[config.mk]
export PLATFORM = sky130hd
export DESIGN_NAME = triangle_coverage_and_depth
export DESIGN_NICKNAME = d
export VERILOG_FILES = /design/src/sv/tcd_pkg.sv /design/src/sv/triangle_coverage_and_depth.sv /design/src/sv/tcd_front.sv /design/src/sv/tcd_queue.sv /design/src/sv/tcd_back.sv
export SDC_FILE = /design/constraint.sdc
export NUM_CORES = 2
export LEC_CHECK = 0
export ABC_AREA = 1
export BUFFER_PORTS_ARGS = -buffer_cell sky130_fd_sc_hd__buf_2
export CORE_UTILIZATION = 50
export DETAILED_ROUTE_END_ITERATION = 7
export PLACE_DENSITY = 0.68
export SYNTH_ARGS = -nofsm -noshare
export SYNTH_HDL_FRONTEND = slang
export SYNTH_SLANG_ARGS = --single-unit
[constraint.sdc]
create_clock -name clk -period 9.25 [get_ports clk]
set_clock_uncertainty 0.05 [all_clocks]
set_input_delay 0.925 -clock clk [delete_from_list [all_inputs] [get_ports clk]]
set_output_delay 0.925 -clock clk [all_outputs]
set_load 0.005 [all_outputs]
[src/sv/tcd_pkg.sv]
// shared types, constants and helpers for the triangle coverage and depth block
// used by every module of the block; depends on nothing
package tcd_pkg;

	localparam int COORD_W   = 20;
	localparam int OPND_W    = 22;
	localparam int PROD_W    = 2 * OPND_W;
	localparam int HALF_W    = 21;
	localparam int PLANE_W   = 42;
	localparam int DET_W     = 62;
	localparam int ACC_W     = 64;
	localparam int REM_W     = PLANE_W + 2;
	localparam int QDEPTH    = 4;
	localparam int QIDX_W    = $clog2(QDEPTH);
	localparam int QCNT_W    = $clog2(QDEPTH + 1);
	localparam int STEP_W    = 4;
	localparam int DIVCNT_W  = $clog2(ACC_W);

	localparam logic [STEP_W-1:0] BUILD_LAST = STEP_W'(11);
	localparam logic [STEP_W-1:0] TEST_LAST  = STEP_W'(9);
	localparam logic [DIVCNT_W-1:0] DIV_LAST = DIVCNT_W'(ACC_W - 1);
	localparam logic [1:0] VSEL_NONE = 2'd3;

	typedef enum logic [1:0] {
		OP_LOAD  = 2'd0,
		OP_BUILD = 2'd1,
		OP_TEST  = 2'd2,
		OP_NONE  = 2'd3
	} op_t;

	typedef struct packed {
		logic [1:0]                op;
		logic [1:0]                vertex_sel;
		logic signed [COORD_W-1:0] pos_x;
		logic signed [COORD_W-1:0] pos_y;
		logic signed [COORD_W-1:0] pos_z;
	} in_item_t;

	typedef struct packed {
		logic                      inside_res;
		logic signed [COORD_W-1:0] depth;
		logic                      depth_valid;
	} out_item_t;

	typedef struct packed {
		op_t                       op;
		logic [1:0]                sel;
		logic signed [COORD_W-1:0] x;
		logic signed [COORD_W-1:0] y;
		logic signed [COORD_W-1:0] z;
	} cmd_t;

	typedef enum logic [2:0] {
		DST_A   = 3'd0,
		DST_B   = 3'd1,
		DST_C   = 3'd2,
		DST_D   = 3'd3,
		DST_E0  = 3'd4,
		DST_E1  = 3'd5,
		DST_E2  = 3'd6,
		DST_NUM = 3'd7
	} dst_t;

	typedef struct packed {
		logic valid;
		logic shift;
		logic neg;
		logic first;
		logic init_det;
		logic last;
		dst_t dst;
	} mac_tag_t;

	typedef enum logic [2:0] {
		BK_IDLE  = 3'd0,
		BK_MAC   = 3'd1,
		BK_DRAIN = 3'd2,
		BK_SETUP = 3'd3,
		BK_DIV   = 3'd4,
		BK_DONE  = 3'd5
	} bk_state_t;

	function automatic logic signed [OPND_W-1:0] diff(
		input logic signed [COORD_W-1:0] a,
		input logic signed [COORD_W-1:0] b
	);
		diff = OPND_W'(a) - OPND_W'(b);
	endfunction

endpackage

[src/sv/triangle_coverage_and_depth.sv]
// top level: vertex load, plane build and pixel coverage/depth test
// the back end executes one item at a time; a build or a test runs its products (12 or 10)
// through the shared multiply-accumulate unit, and a test then runs the 64-bit serial divider
// a test does not start while an earlier result is still waiting to be taken
// the front stage and a 4-entry command queue keep taking items meanwhile
// reset clears vertices, plane registers, queue and the result valid flag; no clearing pass
module triangle_coverage_and_depth (
	input  logic               clk,
	input  logic               arst_n,
	input  tcd_pkg::in_item_t  item,
	input  logic               push,
	output logic               full,
	output tcd_pkg::out_item_t result,
	output logic               empty,
	input  logic               pop
);

	logic          q_push, q_full, q_pop, q_empty;
	tcd_pkg::cmd_t q_wr_cmd, q_rd_cmd;

	tcd_front u_front (
		.clk    (clk),
		.arst_n (arst_n),
		.item   (item),
		.push   (push),
		.full   (full),
		.q_push (q_push),
		.q_cmd  (q_wr_cmd),
		.q_full (q_full)
	);

	tcd_queue u_queue (
		.clk    (clk),
		.arst_n (arst_n),
		.push   (q_push),
		.wr_cmd (q_wr_cmd),
		.full   (q_full),
		.pop    (q_pop),
		.rd_cmd (q_rd_cmd),
		.empty  (q_empty)
	);

	tcd_back u_back (
		.clk     (clk),
		.arst_n  (arst_n),
		.q_cmd   (q_rd_cmd),
		.q_empty (q_empty),
		.q_pop   (q_pop),
		.result  (result),
		.empty   (empty),
		.pop     (pop)
	);

	// a command blocked by a full queue is held by the front stage
	a_front_hold: assert property (@(posedge clk) disable iff (!arst_n)
		(q_push && q_full) |=> (q_push && $stable(q_wr_cmd)))
		else $error("front stage dropped a blocked command");

	a_pop_nonempty: assert property (@(posedge clk) disable iff (!arst_n)
		q_pop |-> !q_empty)
		else $error("back end took from an empty queue");

	// a waiting result is never replaced before it is taken
	a_result_kept: assert property (@(posedge clk) disable iff (!arst_n)
		(!empty && !pop) |=> (!empty && $stable(result)))
		else $error("waiting result changed");

endmodule

[src/sv/tcd_front.sv]
// front stage: takes items, drops those with no effect, classifies the rest
// depends on tcd_pkg
module tcd_front (
	input  logic             clk,
	input  logic             arst_n,
	input  tcd_pkg::in_item_t item,
	input  logic             push,
	output logic             full,
	output logic             q_push,
	output tcd_pkg::cmd_t    q_cmd,
	input  logic             q_full
);

	logic          v_s1;
	tcd_pkg::cmd_t cmd_s1;
	logic          keep;

	always_comb begin
		case (tcd_pkg::op_t'(item.op))
			tcd_pkg::OP_LOAD:  keep = (item.vertex_sel != tcd_pkg::VSEL_NONE);
			tcd_pkg::OP_BUILD: keep = 1'b1;
			tcd_pkg::OP_TEST:  keep = 1'b1;
			default:           keep = 1'b0;
		endcase
	end

	assign full   = v_s1 && q_full;
	assign q_push = v_s1;
	assign q_cmd  = cmd_s1;

	always_ff @(posedge clk or negedge arst_n) begin
		if (!arst_n) begin
			v_s1 <= 1'b0;
		end else if (!full) begin
			v_s1 <= push && keep;
		end
	end

	always_ff @(posedge clk) begin
		if (!full && push) begin
			cmd_s1.op  <= tcd_pkg::op_t'(item.op);
			cmd_s1.sel <= item.vertex_sel;
			cmd_s1.x   <= item.pos_x;
			cmd_s1.y   <= item.pos_y;
			cmd_s1.z   <= item.pos_z;
		end
	end

endmodule

[src/sv/tcd_queue.sv]
// short command queue between the front stage and the execution back end
// depends on tcd_pkg
module tcd_queue (
	input  logic          clk,
	input  logic          arst_n,
	input  logic          push,
	input  tcd_pkg::cmd_t wr_cmd,
	output logic          full,
	input  logic          pop,
	output tcd_pkg::cmd_t rd_cmd,
	output logic          empty
);

	tcd_pkg::cmd_t                 mem [tcd_pkg::QDEPTH];
	logic [tcd_pkg::QIDX_W-1:0]    wr_ptr_q;
	logic [tcd_pkg::QIDX_W-1:0]    rd_ptr_q;
	logic [tcd_pkg::QCNT_W-1:0]    count_q;
	logic                          do_push;
	logic                          do_pop;

	assign full    = (count_q == tcd_pkg::QCNT_W'(tcd_pkg::QDEPTH));
	assign empty   = (count_q == '0);
	assign do_push = push && !full;
	assign do_pop  = pop && !empty;
	assign rd_cmd  = mem[rd_ptr_q];

	always_ff @(posedge clk or negedge arst_n) begin
		if (!arst_n) begin
			wr_ptr_q <= '0;
			rd_ptr_q <= '0;
			count_q  <= '0;
		end else begin
			if (do_push) wr_ptr_q <= wr_ptr_q + 1'b1;
			if (do_pop)  rd_ptr_q <= rd_ptr_q + 1'b1;
			if (do_push && !do_pop) begin
				count_q <= count_q + 1'b1;
			end else if (do_pop && !do_push) begin
				count_q <= count_q - 1'b1;
			end
		end
	end

	always_ff @(posedge clk) begin
		if (do_push) begin
			mem[wr_ptr_q] <= wr_cmd;
		end
	end

endmodule

[src/sv/tcd_back.sv]
// back end: vertex store, plane registers, shared multiply-accumulate sequencer,
// bit-serial divider and result register; depends on tcd_pkg
module tcd_back (
	input  logic                clk,
	input  logic                arst_n,
	input  tcd_pkg::cmd_t       q_cmd,
	input  logic                q_empty,
	output logic                q_pop,
	output tcd_pkg::out_item_t  result,
	output logic                empty,
	input  logic                pop
);

	localparam int CW = tcd_pkg::COORD_W;
	localparam int OW = tcd_pkg::OPND_W;
	localparam int AW = tcd_pkg::ACC_W;
	localparam int PW = tcd_pkg::PLANE_W;
	localparam int HW = tcd_pkg::HALF_W;
	localparam int RW = tcd_pkg::REM_W;
	localparam logic [CW-1:0] POS_LIM = {1'b0, {(CW-1){1'b1}}};
	localparam logic [CW-1:0] NEG_LIM = {1'b1, {(CW-1){1'b0}}};

	tcd_pkg::bk_state_t state_q, state_d;

	logic signed [CW-1:0]            vert_q [9];
	logic signed [PW-1:0]            plane_a_q, plane_b_q, plane_c_q;
	logic signed [tcd_pkg::DET_W-1:0] plane_det_q;
	tcd_pkg::cmd_t                   cur_q;
	logic [tcd_pkg::STEP_W-1:0]      step_q;
	logic [tcd_pkg::STEP_W-1:0]      last_step;
	logic                            is_test;

	// multiply-accumulate pipe
	logic signed [OW-1:0]            mul_a, mul_b;
	tcd_pkg::mac_tag_t               tag_d;
	logic signed [tcd_pkg::PROD_W-1:0] p_s1;
	tcd_pkg::mac_tag_t               tag_s1;
	logic signed [AW-1:0]            acc_q, acc_next, addend, base;
	logic                            acc_pos, acc_neg;
	logic [2:0]                      epos_q, eneg_q;
	logic signed [AW-1:0]            num_q;

	// divider
	logic [AW-1:0]                   dvd_q, quo_q;
	logic [RW-1:0]                   rem_q, trial;
	logic [PW-1:0]                   dsr_q;
	logic                            qneg_q;
	logic [tcd_pkg::DIVCNT_W-1:0]    cnt_q;
	logic                            take;

	tcd_pkg::out_item_t              res_q;
	logic                            res_valid_q;
	logic                            issue;
	logic                            start;
	logic [CW-1:0]                   sat;
	logic                            over;

	// plane halves for the split wide products
	logic signed [OW-1:0] a_hi, a_lo, b_hi, b_lo, c_hi, c_lo;
	logic signed [OW-1:0] px, py;

	assign is_test   = (cur_q.op == tcd_pkg::OP_TEST);
	assign last_step = is_test ? tcd_pkg::TEST_LAST : tcd_pkg::BUILD_LAST;
	assign a_hi = OW'($signed(plane_a_q[PW-1:HW]));
	assign b_hi = OW'($signed(plane_b_q[PW-1:HW]));
	assign c_hi = OW'($signed(plane_c_q[PW-1:HW]));
	assign a_lo = OW'({1'b0, plane_a_q[HW-1:0]});
	assign b_lo = OW'({1'b0, plane_b_q[HW-1:0]});
	assign c_lo = OW'({1'b0, plane_c_q[HW-1:0]});
	assign px   = OW'(cur_q.x);
	assign py   = OW'(cur_q.y);

	// next state
	always_comb begin
		state_d = state_q;
		case (state_q)
			tcd_pkg::BK_IDLE: begin
				if (start && q_cmd.op != tcd_pkg::OP_LOAD) state_d = tcd_pkg::BK_MAC;
			end
			tcd_pkg::BK_MAC: begin
				if (step_q == last_step) state_d = tcd_pkg::BK_DRAIN;
			end
			tcd_pkg::BK_DRAIN: begin
				state_d = is_test ? tcd_pkg::BK_SETUP : tcd_pkg::BK_IDLE;
			end
			tcd_pkg::BK_SETUP: state_d = tcd_pkg::BK_DIV;
			tcd_pkg::BK_DIV: begin
				if (cnt_q == tcd_pkg::DIV_LAST) state_d = tcd_pkg::BK_DONE;
			end
			tcd_pkg::BK_DONE: state_d = tcd_pkg::BK_IDLE;
			default: state_d = tcd_pkg::BK_IDLE;
		endcase
	end

	// outputs of the sequencer
	always_comb begin
		start = (state_q == tcd_pkg::BK_IDLE) && !q_empty &&
			(q_cmd.op != tcd_pkg::OP_TEST || !res_valid_q);
		q_pop = start;
		issue = (state_q == tcd_pkg::BK_MAC);
	end

	// step table: one product per step
	always_comb begin
		mul_a = '0;
		mul_b = '0;
		tag_d = '0;
		tag_d.dst = tcd_pkg::DST_A;
		if (is_test) begin
			case (step_q)
				4'd0: begin
					mul_a = tcd_pkg::diff(vert_q[3], vert_q[0]);
					mul_b = tcd_pkg::diff(cur_q.y, vert_q[1]);
					tag_d.first = 1'b1;
				end
				4'd1: begin
					mul_a = tcd_pkg::diff(vert_q[4], vert_q[1]);
					mul_b = tcd_pkg::diff(cur_q.x, vert_q[0]);
					tag_d.neg = 1'b1; tag_d.last = 1'b1; tag_d.dst = tcd_pkg::DST_E0;
				end
				4'd2: begin
					mul_a = tcd_pkg::diff(vert_q[6], vert_q[3]);
					mul_b = tcd_pkg::diff(cur_q.y, vert_q[4]);
					tag_d.first = 1'b1;
				end
				4'd3: begin
					mul_a = tcd_pkg::diff(vert_q[7], vert_q[4]);
					mul_b = tcd_pkg::diff(cur_q.x, vert_q[3]);
					tag_d.neg = 1'b1; tag_d.last = 1'b1; tag_d.dst = tcd_pkg::DST_E1;
				end
				4'd4: begin
					mul_a = tcd_pkg::diff(vert_q[0], vert_q[6]);
					mul_b = tcd_pkg::diff(cur_q.y, vert_q[7]);
					tag_d.first = 1'b1;
				end
				4'd5: begin
					mul_a = tcd_pkg::diff(vert_q[1], vert_q[7]);
					mul_b = tcd_pkg::diff(cur_q.x, vert_q[6]);
					tag_d.neg = 1'b1; tag_d.last = 1'b1; tag_d.dst = tcd_pkg::DST_E2;
				end
				4'd6: begin
					mul_a = a_hi; mul_b = px;
					tag_d.neg = 1'b1; tag_d.shift = 1'b1;
					tag_d.first = 1'b1; tag_d.init_det = 1'b1;
				end
				4'd7: begin
					mul_a = a_lo; mul_b = px; tag_d.neg = 1'b1;
				end
				4'd8: begin
					mul_a = b_hi; mul_b = py; tag_d.neg = 1'b1; tag_d.shift = 1'b1;
				end
				4'd9: begin
					mul_a = b_lo; mul_b = py;
					tag_d.neg = 1'b1; tag_d.last = 1'b1; tag_d.dst = tcd_pkg::DST_NUM;
				end
				default: ;
			endcase
		end else begin
			case (step_q)
				4'd0: begin
					mul_a = tcd_pkg::diff(vert_q[4], vert_q[1]);
					mul_b = tcd_pkg::diff(vert_q[8], vert_q[2]);
					tag_d.first = 1'b1;
				end
				4'd1: begin
					mul_a = tcd_pkg::diff(vert_q[7], vert_q[1]);
					mul_b = tcd_pkg::diff(vert_q[5], vert_q[2]);
					tag_d.neg = 1'b1; tag_d.last = 1'b1; tag_d.dst = tcd_pkg::DST_A;
				end
				4'd2: begin
					mul_a = tcd_pkg::diff(vert_q[6], vert_q[0]);
					mul_b = tcd_pkg::diff(vert_q[5], vert_q[2]);
					tag_d.first = 1'b1;
				end
				4'd3: begin
					mul_a = tcd_pkg::diff(vert_q[3], vert_q[0]);
					mul_b = tcd_pkg::diff(vert_q[8], vert_q[2]);
					tag_d.neg = 1'b1; tag_d.last = 1'b1; tag_d.dst = tcd_pkg::DST_B;
				end
				4'd4: begin
					mul_a = tcd_pkg::diff(vert_q[3], vert_q[0]);
					mul_b = tcd_pkg::diff(vert_q[7], vert_q[1]);
					tag_d.first = 1'b1;
				end
				4'd5: begin
					mul_a = tcd_pkg::diff(vert_q[6], vert_q[0]);
					mul_b = tcd_pkg::diff(vert_q[4], vert_q[1]);
					tag_d.neg = 1'b1; tag_d.last = 1'b1; tag_d.dst = tcd_pkg::DST_C;
				end
				// determinant as the first vertex dotted with the plane normal
				4'd6: begin
					mul_a = OW'(vert_q[0]); mul_b = a_hi;
					tag_d.shift = 1'b1; tag_d.first = 1'b1;
				end
				4'd7: begin
					mul_a = OW'(vert_q[0]); mul_b = a_lo;
				end
				4'd8: begin
					mul_a = OW'(vert_q[1]); mul_b = b_hi; tag_d.shift = 1'b1;
				end
				4'd9: begin
					mul_a = OW'(vert_q[1]); mul_b = b_lo;
				end
				4'd10: begin
					mul_a = OW'(vert_q[2]); mul_b = c_hi; tag_d.shift = 1'b1;
				end
				4'd11: begin
					mul_a = OW'(vert_q[2]); mul_b = c_lo;
					tag_d.last = 1'b1; tag_d.dst = tcd_pkg::DST_D;
				end
				default: ;
			endcase
		end
		tag_d.valid = issue;
	end

	// accumulate stage
	always_comb begin
		addend = tag_s1.shift ? (AW'(p_s1) <<< HW) : AW'(p_s1);
		if (tag_s1.first) begin
			base = tag_s1.init_det ? AW'(plane_det_q) : '0;
		end else begin
			base = acc_q;
		end
		acc_next = tag_s1.neg ? (base - addend) : (base + addend);
		acc_neg  = acc_next[AW-1];
		acc_pos  = !acc_next[AW-1] && (acc_next != '0);
	end

	// one quotient bit per cycle
	always_comb begin
		trial = {rem_q[RW-2:0], dvd_q[AW-1]};
		take  = (trial >= RW'(dsr_q));
	end

	// saturate the quotient magnitude to the depth range
	always_comb begin
		if (qneg_q) begin
			over = (|quo_q[AW-1:CW]) || (quo_q[CW-1] && (|quo_q[CW-2:0]));
			sat  = over ? NEG_LIM : (CW'(0) - quo_q[CW-1:0]);
		end else begin
			over = |quo_q[AW-1:CW-1];
			sat  = over ? POS_LIM : quo_q[CW-1:0];
		end
	end

	always_ff @(posedge clk or negedge arst_n) begin
		if (!arst_n) begin
			state_q     <= tcd_pkg::BK_IDLE;
			tag_s1      <= '0;
			res_valid_q <= 1'b0;
			plane_a_q   <= '0;
			plane_b_q   <= '0;
			plane_c_q   <= '0;
			plane_det_q <= '0;
			for (int i = 0; i < 9; i++) vert_q[i] <= '0;
		end else begin
			state_q <= state_d;
			tag_s1  <= tag_d;
			if (start && q_cmd.op == tcd_pkg::OP_LOAD) begin
				for (int i = 0; i < 3; i++) begin
					if (q_cmd.sel == 2'(i)) begin
						vert_q[3*i]   <= q_cmd.x;
						vert_q[3*i+1] <= q_cmd.y;
						vert_q[3*i+2] <= q_cmd.z;
					end
				end
			end
			if (tag_s1.valid && tag_s1.last) begin
				case (tag_s1.dst)
					tcd_pkg::DST_A: plane_a_q <= acc_next[PW-1:0];
					tcd_pkg::DST_B: plane_b_q <= acc_next[PW-1:0];
					tcd_pkg::DST_C: plane_c_q <= acc_next[PW-1:0];
					tcd_pkg::DST_D: plane_det_q <= acc_next[tcd_pkg::DET_W-1:0];
					default: ;
				endcase
			end
			if (state_q == tcd_pkg::BK_DONE) begin
				res_valid_q <= 1'b1;
			end else if (pop && res_valid_q) begin
				res_valid_q <= 1'b0;
			end
		end
	end

	always_ff @(posedge clk) begin
		if (start) begin
			cur_q  <= q_cmd;
			step_q <= '0;
		end else if (issue) begin
			step_q <= step_q + 1'b1;
		end
		p_s1 <= mul_a * mul_b;
		if (tag_s1.valid) begin
			acc_q <= acc_next;
			if (tag_s1.last) begin
				case (tag_s1.dst)
					tcd_pkg::DST_E0: begin epos_q[0] <= acc_pos; eneg_q[0] <= acc_neg; end
					tcd_pkg::DST_E1: begin epos_q[1] <= acc_pos; eneg_q[1] <= acc_neg; end
					tcd_pkg::DST_E2: begin epos_q[2] <= acc_pos; eneg_q[2] <= acc_neg; end
					tcd_pkg::DST_NUM: num_q <= acc_next;
					default: ;
				endcase
			end
		end
		if (state_q == tcd_pkg::BK_SETUP) begin
			dvd_q  <= num_q[AW-1] ? (AW'(0) - num_q) : num_q;
			dsr_q  <= plane_c_q[PW-1] ? (PW'(0) - plane_c_q) : plane_c_q;
			qneg_q <= num_q[AW-1] ^ plane_c_q[PW-1];
			rem_q  <= '0;
			quo_q  <= '0;
			cnt_q  <= '0;
		end else if (state_q == tcd_pkg::BK_DIV) begin
			rem_q <= take ? (trial - RW'(dsr_q)) : trial;
			quo_q <= {quo_q[AW-2:0], take};
			dvd_q <= {dvd_q[AW-2:0], 1'b0};
			cnt_q <= cnt_q + 1'b1;
		end
		if (state_q == tcd_pkg::BK_DONE) begin
			res_q.inside_res  <= !((|epos_q) && (|eneg_q));
			res_q.depth_valid <= (plane_c_q != '0);
			res_q.depth       <= (plane_c_q != '0) ? sat : '0;
		end
	end

	assign result = res_q;
	assign empty  = !res_valid_q;

endmodule
# --- Word level (Yosys, flattened, before mapping) ---
# Memory sizes are Yosys's and may differ from the RTL's.
# Cells that the tools add are included.
totals:
  mem_bits_rw: 256
  mem_count: 1
  output_inout_bits: 24
  in_bits: 68
  ff_bits: 919
classes:
  reduce_logical: 69
  mux: 42
  eq_ne: 36
  multipliers: 1
  magnitude_cmp: 1
  addsub: 28
  bitwise_logic: 1
mem_list:
  columns: ["memory", "words", "word_bits", "read_ports", "rd_ports_with_merged_regs", "wr", "line", "rtl"]
  rows:
  - ["u_queue.mem", 4, 64, 1, 0, 1, "tcd_queue.sv:14", "tcd_pkg::cmd_t mem [tcd_pkg::QDEPTH];"]
op_table:
  columns: ["operator", "n"]
  rows:
  - ["2-to-1 mux 64 bit", 7]
  - ["one-hot mux 22 bit (10 select lines)", 2]
  - ["subtractor 20 x 20 -> 21 bit", 16]
  - ["one-hot mux 22 bit (8 select lines)", 1]
  - ["one-hot mux 22 bit (7 select lines)", 1]
  - ["adder 64 bit", 1]
  - ["nonzero test 64 bit", 1]
  - ["subtractor 1 x 64 -> 64 bit, first input constant", 1]
  - ["subtractor 64 bit", 1]
  - ["2-to-1 mux 20 bit", 3]
  - ["OR reduction 45 bit", 1]
  - ["greater-or-equal comparator 44 x 42 -> 1 bit", 1]
  - ["multiplier 22 x 22 -> 44 bit", 1]
  - ["2-to-1 mux 22 bit", 2]
  - ["OR reduction 44 bit", 1]
  - ["2-to-1 mux 43 bit", 1]
  - ["subtractor 43 x 42 -> 43 bit", 1]
  - ["nonzero test 42 bit", 1]
  - ["subtractor 1 x 42 -> 42 bit, first input constant", 1]
  - ["2-to-1 mux 41 bit", 1]
  - ["one-hot mux 4 bit (4 select lines)", 2]
  - ["== test 3 bit, second input constant", 7]
  - ["subtractor 1 x 20 -> 20 bit, first input constant", 1]
  - ["OR reduction 19 bit", 1]
  - ["other kinds (37)", 122]

# --- Longest topological paths before layout ---
depth:
  ltp_word: 8
  ltp_mapped: 48

# --- Modules after synthesis ---
# Synthesis repeated with hierarchy kept, for this count alone.
unflattened:
  hier_cells: 11926
  hier_area_um2: 92613.8
modules_own_cells:
  columns: ["mod", "cells_each", "instances", "area_each_um2"]
  rows:
  - ["tcd_back", 11038, 1, 79927.9]
  - ["tcd_queue", 808, 1, 10662.7]
  - ["tcd_front", 80, 1, 2023.2]

# --- Worst setup path before layout ---
# No wires, ideal clock.
synth_path:
  kind: "flip-flop to flip-flop"
  from: "register u_back.step_q[0] in the netlist's numbering"
  to: "register u_back.p_s1[42] in the netlist's numbering"
  synth_period_minus_slack_ns: 9.122
  t_required_ns: 9.128
  setup_slack_ns: 0.128
  setup_ns: 0.072
  stages_incl_launch_ff: 43
  arrival_ns: 9.001
  cell_sequence: "dfxtp_1 inv_1 ha_1 inv_1 nor2_4 inv_2 buf_2 buf_2 buf_1 o22ai_1 a21oi_1 ha_1 a21oi_1 o21ai_0 a21oi_1 inv_1 a21oi_1 o21ai_0 [7 not listed] inv_1 fa_1 fa_1 fa_1 fa_1 inv_1 fa_1 inv_1 ha_1 nand2_1 nor2_1 nand2_1 nor3_1 nand3_1 nand4_1 nand2_1 nand3_1 xor2_1"
synth_between:
  elab_chain_len: 5
  elab_cells_between_ends: 26
synth_lines:
  columns: ["item", "line", "rtl"]
  rows:
  - ["start, declared", "tcd_back.sv:29", "logic [tcd_pkg::STEP_W-1:0] step_q;"]
  - ["start signal, assigned", "tcd_back.sv:291", "step_q <= step_q + 1'b1;"]
  - ["== test 4 x 2 -> 1 bit, or another cell as far along", "tcd_back.sv:110, tcd_back.sv:159", null]
  - ["OR reduction 2 bit (no line)", null, null]
  - ["one-hot mux 22 bit (10 select lines), or another cell as far along", "tcd_back.sv:159", "case (step_q)"]
  - ["2-to-1 mux 22 bit", "tcd_back.sv:109", "if (is_test) begin"]
  - ["multiplier 22 x 22 -> 44 bit (*)", "tcd_back.sv:293", "p_s1 <= mul_a * mul_b;"]
  - ["end signal, assigned", "tcd_back.sv:293", null]
  - ["end, declared", "tcd_back.sv:36", "logic signed [tcd_pkg::PROD_W-1:0] p_s1;"]
# Every way passes the cells marked *; elsewhere a longest branch is shown, timed or not.
# A chain may end at the register's enable or synchronous reset.

# --- Worst setup path in the final report ---
layout_path:
  from: "register u_back.step_q[2] in the netlist's numbering"
  to: "register u_back.p_s1[42] in the netlist's numbering"
# Same word-level chain as after synthesis.

==> metrics.txt <==
status=complete, no violations; area grow syn2layout=20.0%; # DRC=0; number of global-route vias before repair=roughly 85k; Slew @ Worst Pin=roughly 1.2 ns; placed cells=14.9k; share of cells above drive strength 1=0.160; CTS buffer count=132; Rel. slew slack=0.186; post-route minimum period=between 9 and 10 ns; required time worst endpoint=9.95 ns; worst hold path type=in2async; Avg Inst Size Synth=7.83 µm²; fin nets=13.8k; Iter 0 DRT Violations=9456; Routed wire per std cell=24.4 µm; Longest Clk Path Bufs=3; H-Tree Depth=4; final period utilization=0.995; Worst EP arrival=9.90 ns; # IOs=92; Yosys cell types=80; dpl hpwl=301000 µm; Total GRT Usage=0.393; max_cap viols=0; core area=0.183 mm²; Non-Filler Instances=between 15k and 20k; first-pass GRT wire length=543000 µm; register bit total from synthesis=1175; Die ar.=0.186 mm²; clk_lat worst skew=0.85 ns; crit start category=flip-flop; top cells by area, synth=edfxtp_1 20%, fa_1 11%, nand2_1 11%, dfrtp_1 11%, inv_1 7.4%; Mapped Cells=roughly 12k; global route overflow=0; largest net degree at the start of global routing=150; CTS tree=done; Synth area leader=edfxtp_1; Initial Util=0.504; Setup CP Type=reg2reg; antenna violations before repair=14; Die Wd=431 µm; height of the chip=431 µm; max-slew violation count=0; Root Buffer=clkbuf_16; RSZ-0062 raised after global routing=yes; Mapped Area=0.0922 mm²; Fin. Hold Viols=0; Post-synth ARST share=0.331; utilization after layout=0.605; WL final=373000 µm; # setup viols final=0; most numerous cell in the Yosys netlist=nand2_1; Most used DFF post-synth=edfxtp_1; clock tree sinks=1175; CP most frequent cell=fa_1; via count=88.4k; Yosys warnings=0; GPL Wtd Cong=1.10; Critical Path End Type=flip-flop; Post-synth top cells=2743 x nand2_1, 1817 x inv_1, 1103 x nor2_1, 972 x o21ai_0, 625 x edfxtp_1; clock slew at reported path FFs=0.07 ns; DR vias/cell=approximately 5.8; post-synthesis sequential area ratio=0.344; Critical-path top delay cell=fa_1; Std-Cell Rows=around 160; Syn Nets=12.9k; Min Hold Slack=0.0228 ns; Max FO, Critical Path=8; EDFF count, synth=625; CP peak stage delay=just under 0.6 ns; post-route ant nets=0; I/O Buffers=slightly above 90; fill count=16.2k; post-synth top area share=0.204; achievable frequency=roughly 110 MHz; first drt pass iteration count=6
[final timing paths]
path / startpoint / end / slack [ns] / cells after the start
setup / recovery: u_back.step_q[2] / u_back.p_s1[42] / 0.05 / 44
hold / removal: arst_n / u_back.vert_q[14] / 0.02 / 1
setup reg to reg: u_back.step_q[2] / u_back.p_s1[42] / 0.05 / 44
hold reg to reg: u_back.plane_c_q[0] / u_back.dsr_q[0] / 0.40 / 0
max in group asynchronous: arst_n / u_back.plane_det_q[54] / 7.14 / 3
min in group clk: pop / u_back.res_valid_q / 0.20 / 2
[repair_timing]
item | 4_1_cts | 5_1_grt
setup buffers | 15 | 53
endpoints found under the setup margin | 31 | 30
hold buffers | 0 | 0
cloned | 2 | 9
resized for setup | 210 | 516
pin swaps | 80 | 241
[sequential cells by signal, summed over array words and instances (netlist names), 42 cells and up]
name                cells
u_queue.mem           256
u_back.vert_q         180
u_back.acc_q           64
u_back.dvd_q           64
u_back.num_q           64
u_back.quo_q           64
u_front.q_cmd          64
u_back.plane_det_q     62
u_back.p_s1            44
u_back.rem_q           43
u_back.cur_q           42
u_back.dsr_q           42
u_back.plane_a_q       42
u_back.plane_b_q       42
u_back.plane_c_q       42
[cell families (layout without fill, tap and decap cells)]
kind of cell,after synthesis,count (layout),synth area share
AOI/OAI and AO/OA,2224,2224,0.135
muxes,37,37,0.00452
and+or+nand+nor,4797,4797,0.215
DFF,1175,1175,0.344
xor gates and xnor gates,299,299,0.0284
other,0,4,0
buffers and inverters,2228,3261,0.0935
adders and majority gates,1012,1012,0.179
[per-stage QoR]
stage / TNS [ns] / worst slack, ns / instance area (µm²)
6_report: 0 / 0.0465 / 111000
5_1_grt: -1.65 / -0.225 / 111000
4_1_cts: 0 / 0.000592 / 108000
3_5_place_dp: -16.45 / -0.864 / 102000
3_3_place_gp: -13.36 / -0.705 / 102000
2_1_floorplan: 0 / 0.128 / 92200
[layer usage]
| metal | up-vias | routed length (µm) | global-route usage |
|---|---|---|---|
| li1 | 40300 | - | - |
| met1 | 42800 | 150000 | 0.519 |
| met2 | 4344 | 166000 | 0.613 |
| met3 | 906 | 34900 | 0.0790 |
| met4 | 14 | 21600 | 0.196 |
| met5 | - | 83 | 0 |
[worst max-delay path: cells and delay by family (launching register included)]
| family | cells | cell delay, ns |
|---|---|---|
| compound gates | 6 | 0.87 |
| xor+xnor | 1 | 0.17 |
| fa+ha+maj | 9 | 4.11 |
| buf+inv | 14 | 1.44 |
| flops | 1 | 0.36 |
| simple gates | 14 | 2.09 |
[cell usage in the layout (no fill, tap or decap), drive strengths merged, types with 172 or more instances in the layout]
master  instances
nand2        2759
inv          1863
buf          1143
nor2         1122
o21ai        1036
edfxtp        625
a21oi         624
fa            517
ha            495
nand3         480
dfrtp         389
o22ai         222
xor2          202
clkbuf        172
[final cells by class]
cell class                 count  area [µm²]  share of cell area
antenna                        4        10.0           0.0000904
clock buffer                 164        3570              0.0323
clock inverter                81        1210              0.0109
inverter                    1865        7050              0.0637
multi-input combinational   8369       54600               0.494
sequential                  1175       31700               0.287
tap                         2464        3080              0.0278
timing repair buffer        1151        9400              0.0849
Power is left out: the tool's default activity adds up to more than one toggle a clock period on the data nets, which glitch-free logic cannot reach.
